==> src/hdl/sgd_momentum_update_unit_defines.svh <==
// ----------------------------------------------------------------------------
// SGD momentum update unit: assertion macros
// Shared concurrent assertion forms, clocked on clk and disabled in reset.
// ----------------------------------------------------------------------------
`ifndef SGD_MOMENTUM_UPDATE_UNIT_DEFINES_SVH
`define SGD_MOMENTUM_UPDATE_UNIT_DEFINES_SVH

// Same-cycle implication
`define SGDMU_ASSERT_IMP(lbl, ante, cons, msg) \
	lbl: assert property (@(posedge clk) disable iff (!arst_n) (ante) |-> (cons)) \
		else $error(msg);

// Next-cycle implication
`define SGDMU_ASSERT_NXT(lbl, ante, cons, msg) \
	lbl: assert property (@(posedge clk) disable iff (!arst_n) (ante) |=> (cons)) \
		else $error(msg);

// Delayed implication
`define SGDMU_ASSERT_DLY3(lbl, ante, cons, msg) \
	lbl: assert property (@(posedge clk) disable iff (!arst_n) (ante) |-> ##3 (cons)) \
		else $error(msg);

`endif

==> src/hdl/sgdmu_pkg.sv <==
`timescale 1ns / 1ps
// ----------------------------------------------------------------------------
// SGD momentum update package
// Widths, register codes, reset values and the fixed-point helpers.
// ----------------------------------------------------------------------------
package sgdmu_pkg;

	localparam int DATA_W        = 16;
	localparam int COEF_W        = 16;
	localparam int IDX_W         = 10;
	localparam int CFG_IDX_W     = 2;
	localparam int NUM_ELEMS_DEF = 1024;

	// width of a rounded coefficient product and of a widened sum
	localparam int TERM_W = DATA_W + 2;
	localparam int SUM_W  = DATA_W + 3;

	// register indexes
	localparam logic [CFG_IDX_W-1:0] REG_LEARNING_RATE   = 2'd0;
	localparam logic [CFG_IDX_W-1:0] REG_MOMENTUM_FACTOR = 2'd1;
	localparam logic [CFG_IDX_W-1:0] REG_WEIGHT_DECAY    = 2'd2;

	// register reset values
	localparam logic [COEF_W-1:0] LEARNING_RATE_RST   = 16'd655;
	localparam logic [COEF_W-1:0] MOMENTUM_FACTOR_RST = 16'd58982;
	localparam logic [COEF_W-1:0] WEIGHT_DECAY_RST    = 16'd0;

	typedef struct packed {
		logic [COEF_W-1:0] learning_rate;
		logic [COEF_W-1:0] momentum_factor;
		logic [COEF_W-1:0] weight_decay;
	} coef_t;

	typedef struct packed {
		logic signed [DATA_W-1:0] val;
		logic                     ovf;
	} sat_t;

	// Q0.16 coefficient times Q4.12 value, rounded half up to an 18-bit Q6.12
	function automatic logic signed [TERM_W-1:0] mul_round(
		input logic [COEF_W-1:0]        coef,
		input logic signed [DATA_W-1:0] val
	);
		logic signed [COEF_W+DATA_W:0]   prod;
		logic signed [COEF_W+DATA_W+1:0] biased;
		prod   = $signed({1'b0, coef}) * val;
		biased = $signed({prod[COEF_W+DATA_W], prod}) + $signed(34'sd32768);
		return biased[COEF_W+DATA_W+1:COEF_W];
	endfunction

	// clamp a widened sum to 16 bits and flag it
	function automatic sat_t sat16(input logic signed [SUM_W-1:0] v);
		sat_t r;
		if (v > $signed(19'sd32767)) begin
			r.val = 16'sh7FFF;
			r.ovf = 1'b1;
		end else if (v < $signed(-19'sd32768)) begin
			r.val = 16'sh8000;
			r.ovf = 1'b1;
		end else begin
			r.val = v[DATA_W-1:0];
			r.ovf = 1'b0;
		end
		return r;
	endfunction

	function automatic logic signed [SUM_W-1:0] ext_data(input logic signed [DATA_W-1:0] v);
		return $signed({{(SUM_W-DATA_W){v[DATA_W-1]}}, v});
	endfunction

	function automatic logic signed [SUM_W-1:0] ext_term(input logic signed [TERM_W-1:0] v);
		return $signed({{(SUM_W-TERM_W){v[TERM_W-1]}}, v});
	endfunction

endpackage

==> src/hdl/sgdmu_pipe.sv <==
`timescale 1ns / 1ps
// ----------------------------------------------------------------------------
// SGD momentum update pipeline
// Three stages: gradient plus decay, momentum read-modify-write with
// forwarding, parameter step; each stage has one multiplier.
// ----------------------------------------------------------------------------
module sgdmu_pipe #(
	parameter  int NUM_ELEMS = sgdmu_pkg::NUM_ELEMS_DEF,
	localparam int AW        = (NUM_ELEMS > 1) ? $clog2(NUM_ELEMS) : 1
) (
	input  logic                                clk,
	input  logic                                arst_n,
	input  logic                                accept,
	input  logic [sgdmu_pkg::IDX_W-1:0]         elem_index,
	input  logic signed [sgdmu_pkg::DATA_W-1:0] param_value,
	input  logic signed [sgdmu_pkg::DATA_W-1:0] grad_value,
	input  sgdmu_pkg::coef_t                    coef,
	output logic                                rd_en,
	output logic [AW-1:0]                       rd_addr,
	input  logic signed [sgdmu_pkg::DATA_W-1:0] rd_data,
	output logic                                wr_en,
	output logic [AW-1:0]                       wr_addr,
	output logic signed [sgdmu_pkg::DATA_W-1:0] wr_data,
	output logic                                done,
	output logic signed [sgdmu_pkg::DATA_W-1:0] new_param,
	output logic signed [sgdmu_pkg::DATA_W-1:0] new_momentum,
	output logic                                clipped
);
	import sgdmu_pkg::*;

	localparam int CW = 17;

	// stage 0 (accept cycle)
	logic [CW-1:0]            idx_w;
	logic                     in_range;
	logic signed [TERM_W-1:0] wd_term;
	sat_t                     g_sat;

	// stage 1
	logic                     v_s1;
	logic                     inr_s1;
	logic [AW-1:0]            addr_s1;
	logic signed [DATA_W-1:0] param_s1;
	logic signed [DATA_W-1:0] g_s1;
	logic                     clip_s1;
	logic                     fwd;
	logic signed [DATA_W-1:0] old_m;
	logic signed [TERM_W-1:0] mf_term;
	sat_t                     m_sat;

	// stage 2
	logic                     v_s2;
	logic                     inr_s2;
	logic [AW-1:0]            addr_s2;
	logic signed [DATA_W-1:0] param_s2;
	logic signed [DATA_W-1:0] m_s2;
	logic                     clip_s2;
	logic signed [TERM_W-1:0] lr_term;
	sat_t                     p_sat;

	// output
	logic                     done_q;
	logic signed [DATA_W-1:0] new_param_q;
	logic signed [DATA_W-1:0] new_momentum_q;
	logic                     clipped_q;

	// stage 0: range check, store read, decayed gradient
	always_comb begin
		idx_w    = CW'(elem_index);
		in_range = idx_w < CW'(NUM_ELEMS);
		wd_term  = mul_round(coef.weight_decay, param_value);
		g_sat    = sat16(ext_data(grad_value) + ext_term(wd_term));
	end

	assign rd_en   = accept;
	assign rd_addr = idx_w[AW-1:0];

	always_ff @(posedge clk) begin
		inr_s1   <= in_range;
		addr_s1  <= idx_w[AW-1:0];
		param_s1 <= param_value;
		g_s1     <= g_sat.val;
		clip_s1  <= g_sat.ovf;
	end

	// stage 1: take the momentum just written by the item ahead, if any
	always_comb begin
		fwd = v_s2 && inr_s2 && (addr_s2 == addr_s1);
		if (!inr_s1) begin
			old_m = '0;
		end else if (fwd) begin
			old_m = m_s2;
		end else begin
			old_m = rd_data;
		end
		mf_term = mul_round(coef.momentum_factor, old_m);
		m_sat   = sat16(ext_term(mf_term) + ext_data(g_s1));
	end

	// write back the new momentum at the end of stage 1
	assign wr_en   = v_s1 && inr_s1;
	assign wr_addr = addr_s1;
	assign wr_data = m_sat.val;

	always_ff @(posedge clk) begin
		inr_s2   <= inr_s1;
		addr_s2  <= addr_s1;
		param_s2 <= param_s1;
		m_s2     <= m_sat.val;
		clip_s2  <= clip_s1 || m_sat.ovf;
	end

	// stage 2: parameter step
	always_comb begin
		lr_term = mul_round(coef.learning_rate, m_s2);
		p_sat   = sat16(ext_data(param_s2) - ext_term(lr_term));
	end

	always_ff @(posedge clk) begin
		if (v_s2) begin
			new_param_q    <= p_sat.val;
			new_momentum_q <= m_s2;
			clipped_q      <= clip_s2 || p_sat.ovf;
		end
	end

	// advance the valid bits
	always_ff @(posedge clk or negedge arst_n) begin
		if (!arst_n) begin
			v_s1   <= 1'b0;
			v_s2   <= 1'b0;
			done_q <= 1'b0;
		end else begin
			v_s1   <= accept;
			v_s2   <= v_s1;
			done_q <= v_s2;
		end
	end

	assign done         = done_q;
	assign new_param    = new_param_q;
	assign new_momentum = new_momentum_q;
	assign clipped      = clipped_q;

endmodule

==> config.mk <==
export PLATFORM = sky130hd
export DESIGN_NAME = sgdmu_pipe
export DESIGN_NICKNAME = d
export VERILOG_FILES = /design/src/hdl/sgd_momentum_update_unit_defines.svh /design/src/hdl/sgdmu_pkg.sv /design/src/hdl/sgdmu_pipe.sv
export SDC_FILE = /design/constraint.sdc
export NUM_CORES = 2
export LEC_CHECK = 0
export ABC_CLOCK_PERIOD_IN_PS = 26300
export BUFFER_PORTS_ARGS = -buffer_cell sky130_fd_sc_hd__buf_2
export CORE_AREA = 2 2 254 256
export CTS_CLUSTER_SIZE = 12
export DETAILED_ROUTE_END_ITERATION = 7
export DIE_AREA = 0 0 256 258
export PLACE_DENSITY = 0.77
export SLEW_MARGIN = 20
export SYNTH_ARGS = -nofsm -noshare
export SYNTH_HDL_FRONTEND = slang
export SYNTH_SLANG_ARGS = --single-unit
==> constraint.sdc <==
create_clock -name clk -period 26.3 [get_ports clk]
set_input_delay 3.945 -clock clk [delete_from_list [all_inputs] [get_ports clk]]
set_output_delay 3.945 -clock clk [all_outputs]
set_load 0.1 [all_outputs]
Word-level counts from Yosys, hierarchy flattened
Cells that the tools add are included.
- bits in registers: 122
- bits in latches: 0
- memory bits (writable): 0
- bits in read-only memories: 0
- input port bits: 109
- output and inout port bits: 72
- word-level logic and storage cells: 39
- memories: 0
- add/sub/neg operators: 6
- multipliers: 3
- div/mod/pow operators: 0
- magnitude comparators: 6
- equal/unequal tests: 1
- shift-type cells: 0
- mux-type cells: 6
- bitwise logic cells: 0
- reduce and logical (&&, ||, !) cells: 3
- operators by type and width (cell ; count):
    $add 33x17->34 const B ; 3
    $mul 17x16->33 ; 3
    $mux 17 ; 4
    $gt 19x16->1 const B ; 3
    $lt 19x16->1 const B ; 3
    $add 16x18->19 ; 1
    $add 18x16->19 ; 1
    $sub 16x18->19 ; 1
    $mux 16 ; 1
    $eq 10x10->1 ; 1
    $logic_or 1x1->1 ; 2
    $logic_and 1x1->1 ; 1
    $mux 1 ; 1

Longest topological paths before layout
- depth after elaboration: 10
- depth in mapped cells: 39
- mapped depth without buffers: 37

Least setup slack after synthesis
Ideal clock, no wire load.
- kind: in2out
- from: input rd_data[1] (netlist bit)
- to: output wr_data[5] (netlist bit)
- arrival: 12502 ps
- required time: 22355 ps
- path slack: 9853 ps
- cell stages on the path: 31
- buffers on the path: 1
- path through: mux2_2 -> clkbuf_1 -> nand2_1 -> fa_1 -> inv_1 -> fa_1 -> ha_1 -> fa_1 -> inv_1 -> fa_1 -> inv_1 -> fa_1 -> ha_1 -> nand4_1 -> or4_1 -> or4_1 -> o211ai_1 -> a211oi_2 -> o21ai_2 -> a31o_2 -> xor2_1 -> ha_1 -> a21o_1 -> a21o_1 -> a21o_1 -> or3b_1 -> o21ai_0 -> a211oi_2 -> nor3_1 -> a21oi_1 -> nor2_1
- longest elaborated chain between the ends: 7
- elaborated cells between the ends (all ways): 8
- those cells by class: 2 x add/sub; 1 x mul; 2 x order compare; 3 x mux
- RTL lines (what ; RTL line ; source):
    start: declaration ; sgdmu_pipe.sv:20 ; input logic signed [sgdmu_pkg::DATA_W-1:0] rd_data,
    $mux 16 (*) ; sgdmu_pipe.sv:91 ; end else if (fwd) begin
    $mul 17x16->33 (*) ; sgdmu_pkg.sv:46 ; prod = $signed({1'b0, coef}) * val;
    $add 33x17->34 (*) ; sgdmu_pkg.sv:47 ; biased = $signed({prod[COEF_W+DATA_W], prod}) + $signed(34'sd32768);
    $add 18x16->19 (*) ; sgdmu_pipe.sv:97 ; m_sat = sat16(ext_term(mf_term) + ext_data(g_s1));
    $lt 19x16->1 ; sgdmu_pkg.sv:57 ; end else if (v < $signed(-19'sd32768)) begin
    $mux 17 ; sgdmu_pkg.sv:57 ;
    $mux 17 (*) ; sgdmu_pkg.sv:54 ; if (v > $signed(19'sd32767)) begin
    end: declaration ; sgdmu_pipe.sv:23 ; output logic signed [sgdmu_pkg::DATA_W-1:0] wr_data,
Every way passes the cells marked *; elsewhere a longest branch is shown, timed or not.

Worst setup path in the final report
- from: input rd_data[15] (netlist bit)
- to: output wr_data[14] (netlist bit)
The elaborated chain is that of the path after synthesis.

==> summary.md <==
| Metric | Value |
|---|---|
| Outcome | finished, final reports clean |
| Post-Syn Nets | 4558 |
| Synth top area cells | fa_1, ha_1, inv_1, dfxtp_1, and2_1 |
| Largest area contributor in the netlist | fa_1 |
| Post-synth EDFFs | 33 |
| Root Driver | clkbuf_16 |
| Cts hold-fix bufs | 0 |
| TritonCTS Sinks | 122 |
| Gpl congestion | slightly below 0.9 |
| Total number of vias | 23.4k |
| Post-CTS Resized | 0 |
| Fillcell total | 5749 |
| Top cells by count, synth | inv_1, fa_1, nand2_1 |
| Drt first-iter violations | ~1.2k |
| Worst setup EP type | primary output |
| Post-synth top area share | 37.1% |
| CTS clk-pin slew, worst paths | roughly 0.06 ns |
| Max Cap Viol | 0 |
| CP Launch Type | input port |
| Register area | 2790 µm² |
| Top-count cell post-synth | inv_1 |
| Mapped Area | 31400 µm² |
| Crit Path Class | in2out |
| Worst slew margin | 27.0% |
| Diodes inserted | 0 |
| Worst-skew pair later-pin latency | 0.48 ns |
| Met3 usage | between 3 and 4% |
| Slew Limit Fails | 0 |
| Final Skew | 0.0114 ns |
| Avg Inst Size Synth | 9.14 µm² |
| Top_reg_cell synth | dfxtp_1 |
| H-tree levels | 4 |
| CP arrival | ~13 ns |
| Area Growth Syn to Fin | 6.81% |
| Nets | 4646 |
| Tmin final | between 15 and 20 ns |
| Wire length per cell | 17.0 µm |
| Congestion Overflow GR | 0 |
| Final Routed Wirelength | around 75000 µm |
| Vias/cell | 5.34 |
| Clk buf depth | 2 |
| DR pass1 iterations | 6 |
| Cell variety after synth | 80 |
| Worst-Margin Slew | 1.07 ns |
| First-pass GRT wire length | 125000 µm |
| Port bufs | 180 |
| Top Ports | 181 |
| Initial Util | 49.3% |
| Final setup TNS | 0 ns |
| Final setup vio count | 0 |
| Die area | 66000 µm² |
| CTS tree | built |
| Tcrit/Tclk final | about 66% |
| Asr flop ratio synth | 2.46% |
| Final Hold Vio Count | 0 |
| Worst path max stage delay | 0.82 ns |
| Post-synthesis cell count | 3437 |
| Number of global-route vias before repair | between 20k and 25k |
| GRT met2 Usage | 41.3% |
| Critical-path top delay cell | mux2i_2 |
| Layout cells sized above 1 | 8.08% |
| Std-Cell Rows | 93 |
| Crit Path Max Fanout | 18 |
| Post-DP HPWL | 60500 µm |
| CORE AREA | between 60000 and 70000 µm² |
| Synth warn | 0 |
| Pin count of the biggest net entering global routing | 36 |
| Sequential element share of the synthesized area | 8.88% |
| Multi-input logic area | 25300 µm² |
| Die Y | 258 µm |
| Top Usage Layer GRT | met2 |
| Cell mode on critical path | fa_1 |
| Initial antenna violation count | 3 |
| WP buf/inv | 4 |
| F_max | between 50 and 60 MHz |
| M1 GR Usage | 29.4% |
| RSZ-0062 raised after global routing | no |
| Worst EP required | between 20 and 25 ns |
| ANT nets after route | 0 |
| Die Width | 256 µm |
| Worst min path class | reg2reg |
| GR Util All Layers | 23.7% |
| #FFs+latches synth | 122 |
| DRC viols | 0 |
| Number of post-CTS setup repair buffers | 0 |
| CP delay by family, top | adder cells |
| CTS Buf Count | 17 |
==> cell type report <==
cell class,count,share of cell area (%)
Clock buffer,21,1.50
Clock inverter,11,0.283
Inverter,741,8.29
Multi-Input combinational cell,2450,75.4
Sequential cell,122,8.31
Tap cell,855,3.19
Timing Repair Buffer,193,2.98
==> final timing paths <==
| check | slack, ns | to | start | cells past startpoint |
|---|---|---|---|---|
| worst max-delay path | 9.04 | wr_data[14] | rd_data[15] | 29 |
| worst min-delay path | 0.32 | param_s2[4] | param_s1[4] | 0 |
| worst max register to register | 15.58 | m_s2[14] | wr_addr[3] | 31 |
| worst min register to register | 0.32 | param_s2[4] | param_s1[4] | 0 |
| max in group asynchronous | 22.92 | v_s2 | arst_n | 1 |
| min in group asynchronous | 3.26 | done | arst_n | 1 |
==> flip-flops by register name, summed over array words and instances (netlist names) <==
register	count
g_s1	16
done	1
v_s2	1
clipped	1
addr_s2	10
wr_addr	10
clip_s2	1
param_s1	16
clip_s1	1
new_param	16
new_momentum	16
param_s2	16
m_s2	16
v_s1	1
==> layer usage <==
metal / part of all wire, % / routed length (µm)
met1: 40 / 30000
met2: 50 / 37100
met3: 6.3 / 4740
met5: 0.047 / 35
met4: 4.0 / 3020
==> metrics by stage <==
stage,setup WS [ns],instance area (µm²),utilization (%),std cells,hold slack [ns]
2_1_floorplan,9.85,31400,-,3437,0.310
3_3_place_gp,9.43,32900,51.8,4361,0.313
3_5_place_dp,9.29,32900,51.8,4361,0.312
4_1_cts,9.18,33500,52.7,4393,0.323
5_1_grt,8.59,33500,52.7,4393,0.330
6_report,9.04,33500,52.7,4393,0.323
==> layout by cell type (no fill, tap or decap), types with 12 or more instances in the layout <==
cell and count:
or2_2 14, mux2_2 12, edfxtp_1 33, nand4_1 14, nor2b_1 56, clkbuf_16 20
a21oi_1 77, buf_4 13, and2_1 271, o21a_1 21, a31oi_1 12, xnor2_1 59
fa_1 582, ha_1 430, xor2_1 38, nand2_1 439, o21ai_0 43, nor2_1 73
dfxtp_1 86, buf_2 180, nor3_1 16, inv_1 741, nand3_1 22, a21o_1 60
nand2b_1 47
==> logic make-up after synthesis <==
kind of cell	Yosys count	share of synthesized area, %
fa+ha+maj	1012	54.2
simple gates	1003	15.9
buf+inv	865	10.6
compound gates	321	7.12
flops	122	8.88
xor+xnor	97	2.71
mux	17	0.590
Power is not shown: default switching activity piles up to over one toggle a cycle in this logic, so the estimate is an artifact.
